==> src/rtl/core/lvn_pkg.sv <==
// Shared types, constants and datapath command codes for local value numbering.
`timescale 1ns / 1ps

package lvn_pkg;

  localparam int NUM_REGS_DEF      = 256;
  localparam int CONST_ENTRIES_DEF = 64;
  localparam int EXPR_ENTRIES_DEF  = 64;
  localparam int MAX_VALUES_DEF    = 1024;

  localparam logic [1:0] OP_ADD    = 2'd0;
  localparam logic [1:0] OP_SUB    = 2'd1;
  localparam logic [1:0] OP_MOV    = 2'd2;
  localparam logic [1:0] OP_OPAQUE = 2'd3;

  localparam logic [3:0] UOP_NONE  = 4'd0;
  localparam logic [3:0] UOP_LOAD  = 4'd1;
  localparam logic [3:0] UOP_OVF   = 4'd2;
  localparam logic [3:0] UOP_IDX0  = 4'd3;
  localparam logic [3:0] UOP_INC   = 4'd4;
  localparam logic [3:0] UOP_CHIT  = 4'd5;
  localparam logic [3:0] UOP_CNEW  = 4'd6;
  localparam logic [3:0] UOP_RGET  = 4'd7;
  localparam logic [3:0] UOP_CPN   = 4'd8;
  localparam logic [3:0] UOP_EHIT  = 4'd9;
  localparam logic [3:0] UOP_HLAT  = 4'd10;
  localparam logic [3:0] UOP_HCHK  = 4'd11;
  localparam logic [3:0] UOP_TAKEE = 4'd12;
  localparam logic [3:0] UOP_TAKE  = 4'd13;
  localparam logic [3:0] UOP_BIND  = 4'd14;
  localparam logic [3:0] UOP_EMIT  = 4'd15;

  typedef struct packed {
    logic [1:0]         operation;
    logic               first_of_block;
    logic [7:0]         dst_reg;
    logic               src1_is_const;
    logic [7:0]         src1_reg;
    logic signed [31:0] src1_const;
    logic               src2_is_const;
    logic [7:0]         src2_reg;
    logic signed [31:0] src2_const;
  } item_t;

  typedef struct packed {
    logic [1:0]         out_operation;
    logic [7:0]         out_dst_reg;
    logic               out_src1_is_const;
    logic [7:0]         out_src1_reg;
    logic signed [31:0] out_src1_const;
    logic               out_src2_is_const;
    logic [7:0]         out_src2_reg;
    logic signed [31:0] out_src2_const;
    logic               replaced;
    logic [9:0]         value_number;
    logic               table_full;
  } result_t;

  typedef struct packed {
    logic [3:0] uop;
    logic       side;
    logic       rsel_h;
    logic       zero;
    logic       repl;
  } cmd_t;

  typedef struct packed {
    logic       full;
    logic       bad;
    logic [1:0] op;
    logic       c1;
    logic       cur_const;
    logic       cend;
    logic       chit;
    logic       eend;
    logic       ehit;
    logic       hv;
    logic       ovf;
    logic       out_busy;
  } stat_t;

endpackage

==> src/rtl/core/lvn_ctrl.sv <==
// Sequencing state machine that steps the datapath through one instruction.
`timescale 1ns / 1ps

module lvn_ctrl (
  input  logic           clk,
  input  logic           rst,
  input  logic           item_valid,
  output logic           item_stall,
  input  lvn_pkg::stat_t stat,
  output lvn_pkg::cmd_t  cmd
);

  localparam logic [4:0] S_IDLE  = 5'd0;
  localparam logic [4:0] S_CHECK = 5'd1;
  localparam logic [4:0] S_OPND  = 5'd2;
  localparam logic [4:0] S_CRD   = 5'd3;
  localparam logic [4:0] S_CCMP  = 5'd4;
  localparam logic [4:0] S_RRD   = 5'd5;
  localparam logic [4:0] S_RGET  = 5'd6;
  localparam logic [4:0] S_CPN   = 5'd7;
  localparam logic [4:0] S_EXPR0 = 5'd8;
  localparam logic [4:0] S_ERD   = 5'd9;
  localparam logic [4:0] S_ECMP  = 5'd10;
  localparam logic [4:0] S_HRD   = 5'd11;
  localparam logic [4:0] S_HLAT  = 5'd12;
  localparam logic [4:0] S_HRRD  = 5'd13;
  localparam logic [4:0] S_HCHK  = 5'd14;
  localparam logic [4:0] S_TAKEE = 5'd15;
  localparam logic [4:0] S_TAKE  = 5'd16;
  localparam logic [4:0] S_BIND  = 5'd17;
  localparam logic [4:0] S_EMIT  = 5'd18;

  logic [4:0] state, state_next;
  logic       side, side_next;
  logic       zero, zero_next;
  logic       repl, repl_next;
  logic [4:0] after_opnd;
  logic       after_side;

  assign item_stall = (state != S_IDLE);

  always_comb begin
    after_opnd = S_OPND;
    after_side = side;
    if (stat.op == lvn_pkg::OP_MOV) begin
      after_opnd = S_CPN;
    end else if (side) begin
      after_opnd = S_EXPR0;
    end else begin
      after_side = 1'b1;
    end
  end

  always_comb begin
    state_next = state;
    side_next  = side;
    zero_next  = zero;
    repl_next  = repl;
    cmd        = '0;
    cmd.side   = side;
    cmd.zero   = zero;
    cmd.repl   = repl;
    case (state)
      S_IDLE: begin
        if (item_valid) begin
          cmd.uop    = lvn_pkg::UOP_LOAD;
          side_next  = 1'b0;
          zero_next  = 1'b0;
          repl_next  = 1'b0;
          state_next = S_CHECK;
        end
      end
      S_CHECK: begin
        if (stat.full) begin
          zero_next  = 1'b1;
          state_next = S_EMIT;
        end else if (stat.bad) begin
          cmd.uop    = lvn_pkg::UOP_OVF;
          zero_next  = 1'b1;
          state_next = S_EMIT;
        end else if (stat.op != lvn_pkg::OP_MOV && stat.op != lvn_pkg::OP_OPAQUE) begin
          state_next = S_OPND;
        end else if (stat.op == lvn_pkg::OP_MOV && !stat.c1) begin
          state_next = S_OPND;
        end else begin
          state_next = S_TAKE;
        end
      end
      S_OPND: begin
        cmd.uop    = lvn_pkg::UOP_IDX0;
        state_next = stat.cur_const ? S_CRD : S_RRD;
      end
      S_CRD: begin
        state_next = S_CCMP;
      end
      S_CCMP: begin
        if (stat.cend) begin
          cmd.uop = lvn_pkg::UOP_CNEW;
          if (stat.ovf) begin
            zero_next  = 1'b1;
            state_next = S_EMIT;
          end else begin
            side_next  = after_side;
            state_next = after_opnd;
          end
        end else if (stat.chit) begin
          cmd.uop    = lvn_pkg::UOP_CHIT;
          side_next  = after_side;
          state_next = after_opnd;
        end else begin
          cmd.uop    = lvn_pkg::UOP_INC;
          state_next = S_CRD;
        end
      end
      S_RRD: begin
        state_next = S_RGET;
      end
      S_RGET: begin
        cmd.uop = lvn_pkg::UOP_RGET;
        if (stat.ovf) begin
          zero_next  = 1'b1;
          state_next = S_EMIT;
        end else begin
          side_next  = after_side;
          state_next = after_opnd;
        end
      end
      S_CPN: begin
        cmd.uop    = lvn_pkg::UOP_CPN;
        state_next = S_BIND;
      end
      S_EXPR0: begin
        cmd.uop    = lvn_pkg::UOP_IDX0;
        state_next = S_ERD;
      end
      S_ERD: begin
        state_next = S_ECMP;
      end
      S_ECMP: begin
        if (stat.eend) begin
          state_next = S_TAKEE;
        end else if (stat.ehit) begin
          cmd.uop    = lvn_pkg::UOP_EHIT;
          state_next = S_HRD;
        end else begin
          cmd.uop    = lvn_pkg::UOP_INC;
          state_next = S_ERD;
        end
      end
      S_HRD: begin
        state_next = S_HLAT;
      end
      S_HLAT: begin
        cmd.uop    = lvn_pkg::UOP_HLAT;
        state_next = S_HRRD;
      end
      S_HRRD: begin
        cmd.rsel_h = 1'b1;
        state_next = S_HCHK;
      end
      S_HCHK: begin
        cmd.uop    = lvn_pkg::UOP_HCHK;
        cmd.rsel_h = 1'b1;
        if (stat.hv) begin
          repl_next  = 1'b1;
          state_next = S_BIND;
        end else begin
          state_next = S_TAKEE;
        end
      end
      S_TAKEE: begin
        cmd.uop = lvn_pkg::UOP_TAKEE;
        if (stat.ovf) begin
          zero_next  = 1'b1;
          state_next = S_EMIT;
        end else begin
          state_next = S_BIND;
        end
      end
      S_TAKE: begin
        cmd.uop = lvn_pkg::UOP_TAKE;
        if (stat.ovf) begin
          zero_next  = 1'b1;
          state_next = S_EMIT;
        end else begin
          state_next = S_BIND;
        end
      end
      S_BIND: begin
        cmd.uop    = lvn_pkg::UOP_BIND;
        state_next = S_EMIT;
      end
      S_EMIT: begin
        if (!stat.out_busy) begin
          cmd.uop    = lvn_pkg::UOP_EMIT;
          state_next = S_IDLE;
        end
      end
      default: begin
        state_next = S_IDLE;
      end
    endcase
  end

  always_ff @(posedge clk) begin
    if (rst) begin
      state <= S_IDLE;
      side  <= 1'b0;
      zero  <= 1'b0;
      repl  <= 1'b0;
    end else begin
      state <= state_next;
      side  <= side_next;
      zero  <= zero_next;
      repl  <= repl_next;
    end
  end

endmodule

==> config.mk <==
export PLATFORM = sky130hd
export DESIGN_NAME = lvn_ctrl
export DESIGN_NICKNAME = d
export VERILOG_FILES = /design/src/rtl/core/lvn_pkg.sv /design/src/rtl/core/lvn_ctrl.sv
export SDC_FILE = /design/constraint.sdc
export NUM_CORES = 1
export LEC_CHECK = 0
export BUFFER_PORTS_ARGS = -buffer_cell sky130_fd_sc_hd__buf_2
export CORE_MARGIN = 3
export CORE_UTILIZATION = 47
export DETAILED_ROUTE_END_ITERATION = 10
export PLACE_DENSITY = 0.73
export SLEW_MARGIN = 20
export SYNTH_ARGS = -nofsm -noshare
export SYNTH_HDL_FRONTEND = slang
export SYNTH_SLANG_ARGS = --single-unit
==> constraint.sdc <==
create_clock -name clk -period 1.53 [get_ports clk]
set_input_delay 0.306 -clock clk [delete_from_list [all_inputs] [get_ports clk]]
set_output_delay 0.306 -clock clk [all_outputs]
set_load 0.01 [all_outputs]
# --- After elaboration in Yosys (flattened, before gate mapping) ---
# Cells that the tools add are included.
classes:
  n_reduce_logical: 16
  eq_ne: 27
  mux: 40
ops:
  columns: ["cell", "n"]
  rows:
  - ["one-hot mux 5 bit (18 select lines)", 1]
  - ["one-hot mux 4 bit (13 select lines)", 1]
  - ["two-way mux 5 bit", 10]
  - ["== test 5 x 4 -> 1 bit (second input constant)", 8]
  - ["== test 5 x 3 -> 1 bit (second input constant)", 4]
  - ["two-way mux 4 bit", 5]
  - ["== test 5 bit (second input constant)", 3]
  - ["two-way mux 1 bit", 13]
  - ["!= test 2 bit (second input constant)", 6]
  - ["== test 5 x 2 -> 1 bit (second input constant)", 2]
  - ["two-way mux 2 bit", 5]
  - ["two-way mux 3 bit", 2]
  - ["!= test 3 bit (second input constant)", 2]
  - ["AND reduction 3 bit", 2]
  - ["OR reduction 2 bit", 3]
  - ["== test 5 x 1 -> 1 bit (second input constant)", 1]
  - ["logical NOT 5 bit", 1]
  - ["nonzero test 5 bit", 1]
  - ["one-hot mux 1 bit (4 select lines)", 1]
  - ["AND reduction 4 bit", 1]
  - ["nonzero test 4 bit", 1]
  - ["one-hot mux 1 bit (3 select lines)", 1]
  - ["nonzero test 3 bit", 1]
  - ["OR reduction 3 bit", 1]
  - ["other kinds (6)", 7]
word_totals:
  word_cells: 87
  output_inout_bits: 9
  ff_bits: 8

# --- Depth between registers and ports, before layout ---
# Gate-level depths: netlist of run 1.
depth:
  word_depth: 7
  depth_mapped: 6
  mapped_depth_nobuf: 5

# --- Worst setup path after synthesis of run 1 ---
# Ideal clock, no wire load.
synth_path:
  kind: "register to output"
  from: "register state[3]"
  to: "output port cmd[6] (netlist bit)"
  required_ps: 1224
  path_stages_with_launch: 5
  arrival_ps: 1301
  setup_slack_ps: -77
  path_cell_list: "dfxtp_1 -> buf_2 -> and2b_1 -> nand3_1 -> o311ai_0"
synth_lines:
  columns: ["item", "line_no", "text"]
  rows:
  - ["start: declaration", "lvn_ctrl.sv:33", "logic [4:0] state, state_next;"]
  - ["start signal: assignment", "lvn_ctrl.sv:212", "state <= state_next;"]
  - ["end: declaration", "lvn_ctrl.sv:10", "output lvn_pkg::cmd_t cmd"]

==> results.py, run 1 <==
metrics = {
    "route": {
        "viasPerCell": 6.67,
        "avgRoutedWirePerCell_um": 19.8,
        "num_vias": 1455,
        "first_pass_iters": 6,
        "finalWirelength_um": 4320,
        "drtAntennaViolNets": 0,
        "drc": 0,
        "drt_iter0_markers": 93,
    },
    "floorplan": {
        "ios": 25,
        "core_area_sq_um": 1860,
        "start_util_pct": 53.1,
        "die_area_sq_um": 2690,
        "rows": 15,
        "die_x_um": 51.8,
        "fp.dieH_um": 51.8,
    },
    "timing": {
        "fin_crit_sh_pct": 125,
        "finalMaxSlewViolations": 0,
        "hold_violations": 0,
        "report.final.setup_viol": 12,
        "fin_ws_ps": -380,
        "max_freq_mhz": 524,
        "worstMarginPinSlew_ps": 639,
        "period_needed_ps": 1910,
        "slew_headroom_pct": 57.1,
        "fin_skew_ps": 6.00,
        "rsz0062_at_grt": "true",
    },
    "status": {
        "status": "finished, violations left",
        "violations": "setup timing",
    },
    "synthesis": {
        "mappedNetlistArea_sq_um": 987,
        "yosysTopAreaCell": "dfxtp_1",
        "synth.net_count": 159,
        "syn_area_per_cell_sq_um": 6.90,
        "netlist_instances": 143,
        "async_flop_share_pct": 0,
        "synth_edf_count": 0,
        "synth_top_cells_by_area": "dfxtp_1, a21oi_1, nor2_1",
        "yosys_warnings": 0,
        "seq_area_frac_synth_pct": 16.2,
        "synth_cell_types": 51,
        "synth_flop_cell": "dfxtp_1",
        "synthTopCellsByCount": "a21oi_1, nor2_1, nand2_1, dfxtp_1, o21ai_0",
        "synth-seq-cells": 8,
        "synth_top_cell_area_share_pct": 16.2,
        "synth_most_common_cell": "a21oi_1",
    },
    "pwr": {
        "ir_worst_vdd_v": 0.000916,
        "powerDensity_nw_per_um2": 1500,
        "p_leak_uw": 0.000648,
        "total_power_uw": 2370,
    },
    "setup_path": {
        "critical_path.endpoint_type": "output port",
        "crit_path_start_kind": "register",
        "crit_buf_inv": 1,
        "arrival_ps": 1600,
        "worstPathMaxFanout": 4,
        "r2r.worst_path.cells": 6,
        "ff2ff_setup_slack_ps": -150,
        "cp_slowest_stage_delay_ps": 430,
        "worstPathCellList": "and2b_1 > nand3_2 > or3b_4 > o311ai_4 > buf_2",
        "rr_endpoint": "state[3]",
        "critical_path_class": "reg -> out",
        "cp.required_ps": 1220,
        "regToRegStartpoint": "state[3]",
        "cp_top_family": "simple AND/OR/NAND/NOR gates",
        "slowest_stage": "or3b_4",
    },
    "hold_path": {
        "hold_depth": 2,
        "whs_endpoint": "state[1]",
        "holdCritPathClass": "in -> reg",
        "hold_start": "rst",
    },
    "placement": {
        "port_buffers": 24,
        "dp_hpwl_um": 2750,
        "place_inst": 206,
        "routabilityCongestion": 0.940,
        "place_area_sq_um": 1280,
    },
    "run": {
        "drv_cap": 0,
    },
    "cts": {
        "clockBufferDepth": 2,
        "clk_latency_ps": 270,
        "root_buffer": "clkbuf_4",
        "clock-sinks": 8,
        "htreeDepth": 1,
        "path_clk_slew_ps": 60,
        "cts_buffers": 3,
        "cts_tree": "built",
    },
    "cells_and_area": {
        "multiInputGateArea_sq_um": 891,
        "final_cell_area_sq_um": 1580,
        "nets": 211,
        "final_layout_size_suffix_gt1_share_pct": 50.3,
        "regArea_sq_um": 171,
        "area_growth_pct": 60.5,
        "diodes": 0,
        "finalNonFillerCells": 218,
        "n_fill_cell": 101,
    },
    "global_route": {
        "grt_pass1_wl_um": 6680,
        "grt_overflow": 0,
        "antenna_found_initial": 0,
        "track_usage_pct": 33.8,
        "grt_max_degree": 16,
        "grt_pass1_vias": 1404,
    },
}
==> layer usage <==
| metal | global-route usage [%] | up-vias | routed length (um) |
|---|---|---|---|
| met5 | 0 | - | 0 |
| met4 | 18.3 | 0 | 116 |
| met3 | 6.02 | 21 | 474 |
| met2 | 57.7 | 126 | 2100 |
| met1 | 39.4 | 660 | 1630 |
| li1 | - | 648 | - |
==> where the power goes <==
| part | internal [uW] | leakage, uW | switching (uW) |
|---|---|---|---|
| registers | 270 | 0.0000680 | 58.9 |
| logic | 908 | 0.000566 | 960 |
| clock network | 90.8 | 0.0000138 | 86.8 |
==> metrics by stage <==
stage / setup TNS, ps / hold WS [ps] / util (%) / worst slack [ps]
after floorplan: -1.72 / 371 / - / -1.72
after global placement: -121 / 446 / 69.0 / -40.2
after detailed placement: -252 / 491 / 69.0 / -92.8
after CTS: -1310 / 299 / 78.4 / -333
after global routing: -2690 / 316 / 85.3 / -432
final: -2020 / 331 / 85.3 / -380
==> cell usage in the layout (no fill, tap or decap), types with 3 or more instances in the layout <==
cell      synthesis  routed
buf_4             3      27
buf_2             7      23
a21oi_1          15      11
nor2_1           13      11
buf_6             1      10
nand2_1           9       8
nor2b_1           5       5
inv_1             5       4
o211ai_1          4       4
o21ai_1           1       4
o21ai_0           8       4
a21oi_2           0       4
nand3b_1          3       3
and3_1            4       3
a31oi_1           4       3
clkbuf_4          0       3
dfxtp_1           8       3
dfxtp_2           0       3
==> sequential cells by signal (all words and copies together), names as in the netlist <==
register and flops:
zero 1, side 1, state 5, repl 1
==> area by class of cell <==
type / count / area share (%)
Clock buffer: 3 / 1.42
Inverter: 6 / 1.42
Multi-Input combinational cell: 115 / 56.2
Sequential cell: 8 / 10.8
Tap cell: 25 / 1.97
Timing Repair Buffer: 61 / 28.1
==> worst max-delay path by stage <==
stage               depth (start not counted)      from  slack, ps      to
detailed placement                          5  state[0]        -90  cmd[7]
finish                                      5  state[0]       -380  cmd[7]
global route                                5  state[3]       -430  cmd[4]
global placement                            5  state[0]        -40  cmd[7]
CTS                                         5  state[4]       -330  cmd[4]
floorplan                                   5  state[3]         -2  cmd[7]
==> worst register-to-register path, cell delays in order (launching register included) <==
cell and delay [ps]:
dfxtp_2 350, or4b_4 540, buf_4 150, buf_6 140, nor3_4 140, a32oi_1 150
nor2_1 130
==> cells by family (layout without fill, tap and decap cells) <==
group / Yosys count / in the layout / synth area share (%)
AOI/OAI and AO/OA: 54 / 54 / 36.8
buffers and inverters: 20 / 70 / 10.4
DFF: 8 / 8 / 16.2
muxes: 1 / 1 / 1.01
and+or+nand+nor: 60 / 60 / 35.6
==> timing repair <==
| action | CTS | global route |
|---|---|---|
| cloned | 0 | 0 |
| hold buffers | 0 | 0 |
| setup buffers | 3 | 8 |
| gates resized for setup | 35 | 19 |
| pin swaps | 7 | 13 |
| endpoints found under the setup margin | 11 | 13 |
(Power assumes the default switching activity.)
==> inputs of run 2 (changes only) <==
ABC_AREA = 1   (was unset)
==> run 2 against run 1 <==
  * The flow still finishes with violations (setup timing)
  * Global-route usage down 6.7 points
  * Non-clock buffer count down 12
  * Combinational power about the same
  * Worst setup slack better by 160 ps
==> results.py, run 2 <==
metrics = {
    "global_route": {
        "grt_pass1_wl_um": 5550,
        "track_usage_pct": 27.1,
        "antenna_found_initial": 0,
        "grt_max_degree": 8,
        "grt_overflow": 0,
        "grt_pass1_vias": 1299,
    },
    "cts": {
        "clockBufferDepth": 2,
        "cts_buffers": 3,
        "htreeDepth": 1,
        "hold_buffers": 0,
        "root_buffer": "clkbuf_4",
        "cts_tree": "built",
        "clk_latency_ps": 250,
        "clock-sinks": 8,
        "path_clk_slew_ps": 50,
    },
    "run": {
        "drv_cap": 0,
    },
    "timing": {
        "timing.setup.tns_ps": -1000,
        "slew_headroom_pct": 81.6,
        "period_needed_ps": 1750,
        "fin_crit_sh_pct": 114,
        "fin_ws_ps": -222,
        "max_freq_mhz": 571,
        "fin_skew_ps": 2.34,
        "report.final.setup_viol": 6,
        "rsz0062_at_grt": "true",
        "worstMarginPinSlew_ps": 273,
        "finalMaxSlewViolations": 0,
        "hold_violations": 0,
    },
    "setup_path": {
        "r2r.worst_path.cells": 10,
        "regToRegStartpoint": "state[0]",
        "worstPathMaxFanout": 6,
        "critical_path.endpoint_type": "output port",
        "ff2ff_setup_slack_ps": 80,
        "arrival_ps": 1450,
        "crit_path_start_kind": "register",
        "critical_path_class": "reg -> out",
        "cp.required_ps": 1220,
        "rr_endpoint": "state[0]",
    },
    "pwr": {
        "p_sw_uw": 1280,
        "p_leak_uw": 0.000855,
        "powerDensity_nw_per_um2": 1660,
        "clock_power_share_pct": 6.2,
        "swShare_pct": 52.4,
        "p_comb_share_pct": 77.1,
        "ir_worst_vdd_v": 0.00141,
        "p_seq_share_pct": 16.7,
        "p_int_uw": 1160,
    },
    "synthesis": {
        "synthTopCellsByCount": "nand2_1, inv_1, nor2_1, nand3_1",
        "netlist_instances": 193,
        "async_flop_share_pct": 0,
        "seq_area_frac_synth_pct": 16.3,
        "synth_cell_types": 19,
        "synth_flop_cell": "dfxtp_1",
        "yosysTopAreaCell": "nand2_1",
        "mappedNetlistArea_sq_um": 981,
        "synth_edf_count": 0,
        "yosys_warnings": 0,
        "syn_area_per_cell_sq_um": 5.08,
        "synth_most_common_cell": "nand2_1",
        "synth_top_cell_area_share_pct": 19.1,
        "synth.net_count": 209,
        "synth-seq-cells": 8,
        "synth_top_cells_by_area": "nand2_1, dfxtp_1, inv_1",
    },
    "hold_path": {
        "whs_endpoint": "state[1]",
        "hold_depth": 2,
        "holdCritPathClass": "in -> reg",
        "hold_start": "rst",
    },
    "placement": {
        "dp_hpwl_um": 2770,
        "post-place-ws_ps": -85.7,
        "port_buffers": 24,
        "routabilityCongestion": 0.978,
        "place_inst": 260,
    },
    "floorplan": {
        "die_area_sq_um": 2670,
        "fp.dieH_um": 51.7,
        "start_util_pct": 53.3,
        "die_x_um": 51.7,
        "rows": 15,
        "core_area_sq_um": 1840,
        "ios": 25,
    },
    "cells_and_area": {
        "final_util_pct": 79.7,
        "finalNonFillerCells": 267,
        "area_growth_pct": 49.5,
        "final_common_cell": "nand2_1",
        "final_layout_size_suffix_gt1_share_pct": 36.8,
        "diodes": 0,
        "regMostFlops": "state",
        "largest_reg_flops": 5,
        "nets": 260,
        "final_cell_mix": "nand2_1, inv_1, nor2_1",
    },
    "route": {
        "avgRoutedWirePerCell_um": 13.6,
        "first_pass_iters": 4,
        "finalWirelength_um": 3640,
        "drt_iter0_markers": 64,
        "num_vias": 1480,
        "viasPerCell": 5.54,
        "drtAntennaViolNets": 0,
        "drc": 0,
    },
    "status": {
        "status": "finished, violations left",
        "violations": "setup timing",
    },
}
[run 2: layout make-up]
| cell class | instances | area [sq um] |
|---|---|---|
| clock buffers | 3 | 22.5 |
| fillers | 147 | 373 |
| inverters | 38 | 145 |
| multi-input cells | 144 | 776 |
| flip-flops and latches | 8 | 176 |
| well taps | 25 | 31.3 |
| repair buffers | 49 | 315 |
[run 2: stage by stage]
step	total power, uW	hold slack (ps)	instance area [sq um]
after detailed placement	1880	480	1270
after CTS	2170	290	1370
final	2440	293	1470
after floorplan	1280	378	981
after global routing	2640	313	1470
after global placement	1840	477	1270
[run 2: worst max-delay path by stage]
stage	from	to	slack, ps	cells after the start
floorplan	state[4]	cmd[6]	80	4
global placement	state[2]	cmd[4]	-10	8
detailed placement	state[2]	cmd[6]	-90	7
CTS	state[0]	cmd[6]	-210	7
global route	state[1]	cmd[5]	-300	8
finish	state[0]	cmd[6]	-220	7
[run 2: power groups by stage]
stage	Clock [uW]	Combinational [uW]	Sequential, uW
6_report	152	1880	407
4_1_cts	162	1630	385
2_1_floorplan	0	927	352
5_1_grt	168	2060	416
3_5_place_dp	0	1530	355
3_3_place_gp	0	1490	349
[run 2: logic make-up (layout without fill, tap and decap cells)]
group	count (synthesis)	count (layout)	synth area share, %
DFF	8	8	16.3
buffers and inverters	41	90	16.8
and+or+nand+nor	126	126	56.3
AOI/OAI and AO/OA	18	18	10.6
[run 2: what timing repair did]
action	CTS	global route
setup buffers	2	2
gates resized for setup	26	19
pin swaps	3	6
endpoints found under the setup margin	7	12
[run 2: critical path, stage by stage (launching register included)]
cell,delay (ps)
dfxtp_4,370
inv_4,70
nand2_4,60
nor4_4,240
buf_4,180
nor2_4,40
o211ai_1,70
buf_2,160
[run 2: routing by layer]
metal  track usage [%]  routed length [um]
met1              34.3                1450
met3              5.16                 344
met2              46.6                1730
met4              7.42                 116
met5                 0                   0
==> inputs of run 3 (changes only) <==
ABC_AREA = unset   (was 1)
RECOVER_POWER = 100   (was unset)
==> run 3 against run 2 <==
  * The run still ends with setup timing left
  * Non-clock buffer count rose by 12
  * Sequential share of layout area down 1.2 points
  * Via count is 1.7% lower
  * Total power shrank 2.6%
  * Combinational power about the same
  * Final area rose by 7.8%
  * First-iteration DRC count rose by 72%
  * Largest power group unchanged
  * Clock skew rose by 5.2 ps
  * Final cell count shrank 18%
  * Critical path depth decreased by 2
  * Global-route usage rose by 6.7 points
==> results.py, run 3 (synthesized netlist as in run 1, its figures left out) <==
metrics = {
    "global_route": {
        "track_usage_pct": 33.8,
        "grt_max_degree": 16,
        "grt_pass1_wl_um": 6680,
        "grt_pass1_vias": 1404,
        "antenna_found_initial": 0,
        "grt_overflow": 0,
    },
    "pwr": {
        "total_power_uw": 2380,
        "powerDensity_nw_per_um2": 1500,
        "p_leak_uw": 0.000636,
        "p_int_uw": 1270,
        "clock_power_share_pct": 7.5,
        "p_seq_share_pct": 13.8,
        "p_sw_uw": 1110,
        "swShare_pct": 46.7,
        "ir_worst_vdd_v": 0.000920,
        "p_comb_share_pct": 78.7,
    },
    "placement": {
        "port_buffers": 24,
        "dp_hpwl_um": 2750,
        "routabilityCongestion": 0.940,
        "place_area_sq_um": 1280,
        "post-place-ws_ps": -92.8,
    },
    "timing": {
        "slew_headroom_pct": 57.0,
        "fin_ws_ps": -379,
        "period_needed_ps": 1910,
        "fin_skew_ps": 7.56,
        "report.final.setup_viol": 12,
        "finalMaxSlewViolations": 0,
        "worstMarginPinSlew_ps": 640,
        "rsz0062_at_grt": "true",
        "hold_violations": 0,
        "whs_ps": 322,
        "max_freq_mhz": 524,
        "fin_crit_sh_pct": 125,
    },
    "floorplan": {
        "die_x_um": 51.8,
        "fp.dieH_um": 51.8,
        "ios": 25,
        "start_util_pct": 53.1,
        "die_area_sq_um": 2690,
        "rows": 15,
        "core_area_sq_um": 1860,
    },
    "cells_and_area": {
        "final_common_cell": "buf_4",
        "area_growth_pct": 60.1,
        "final_cell_mix": "buf_4, buf_2, a21oi_1, nor2_1, buf_6",
        "final_cell_area_sq_um": 1580,
        "nets": 211,
        "final_layout_size_suffix_gt1_share_pct": 48.7,
        "largest_reg_flops": 5,
        "diodes": 0,
        "regMostFlops": "state",
        "final_util_pct": 85.1,
    },
    "setup_path": {
        "crit_path_start_kind": "register",
        "critical_path_class": "reg -> out",
        "arrival_ps": 1600,
        "startpoint": "state[0]",
        "rr_endpoint": "state[3]",
        "critical_path.endpoint_type": "output port",
        "regToRegStartpoint": "state[3]",
        "worstPathMaxFanout": 4,
        "cp.required_ps": 1220,
        "endpoint": "cmd[7]",
        "ff2ff_setup_slack_ps": -140,
        "r2r.worst_path.cells": 6,
    },
    "cts": {
        "htreeDepth": 1,
        "hold_buffers": 0,
        "cts_tree": "built",
        "cts_buffers": 3,
        "clockBufferDepth": 2,
        "root_buffer": "clkbuf_4",
        "clock-sinks": 8,
        "path_clk_slew_ps": 60,
        "clk_latency_ps": 270,
    },
    "status": {
        "violations": "setup timing",
        "status": "finished, violations left",
    },
    "route": {
        "first_pass_iters": 5,
        "drc": 0,
        "drt_iter0_markers": 110,
        "viasPerCell": 6.67,
        "finalWirelength_um": 4320,
        "avgRoutedWirePerCell_um": 19.8,
        "drtAntennaViolNets": 0,
        "num_vias": 1455,
    },
    "run": {
        "drv_cap": 0,
    },
    "hold_path": {
        "holdCritPathClass": "in -> reg",
    },
}
-- run 3: cell types whose count changed in the layout (fill, tap and decap cells not counted), sizes merged, moves of 5 or more --
cell / delta
nand4: -8
a21oi: +7
nand3: -17
inv: -32
nand2: -41
nor2b: +5
nor2: -25
buf: +9
o21ai: +5
-- run 3: final cells by class --
class / count / area [sq um]
tap: 25 / 31.3
sequential: 8 / 171
clock buffer: 3 / 22.5
timing repair buffer: 61 / 442
inverter: 6 / 22.5
multi-input combinational: 115 / 891
fill: 104 / 278
-- run 3: how the worst min path moves through the flow --
stage | start | to | slack, ps | cells after the start
detailed placement | repl | repl | 490 | 2
finish | rst | state[1] | 320 | 2
floorplan | rst | state[3] | 370 | 1
global route | rst | state[2] | 320 | 2
global placement | zero | zero | 450 | 1
CTS | rst | state[2] | 300 | 2
-- run 3: worst max-delay path: stages, from the launching register on --
cell and delay (ps):
dfxtp_4 360, and2b_1 230, nand3_2 80, or3b_4 430
o311ai_4 70, buf_2 170
-- run 3: timing repair --
action | CTS | global route
pin swaps | 7 | 13
endpoints found under the hold margin | 0 | 0
gates resized for setup | 35 | 19
setup buffers | 3 | 8
setup endpoints to repair | 11 | 13
-- run 3: per-stage QoR --
step	cells	setup TNS, ps
finish	218	-1980
global route	218	-2690
CTS	212	-1310
detailed placement	206	-252
global placement	206	-121
floorplan	143	-1.72
-- run 3: metal layers --
| layer | vias to the layer above | track usage (%) | wire (um) |
|---|---|---|---|
| li1 | 647 | - | - |
| met3 | 23 | 6.02 | 463 |
| met1 | 669 | 39.4 | 1630 |
| met5 | - | 0 | 0 |
| met2 | 116 | 57.7 | 2080 |
| met4 | 0 | 18.3 | 150 |
-- run 3: power by group through the flow --
stage	logic (uW)	registers [uW]	clock network, uW
2_1_floorplan	833	288	0
3_3_place_gp	1330	298	0
3_5_place_dp	1350	305	0
4_1_cts	1600	318	170
5_1_grt	1990	334	190
6_report	1870	329	178
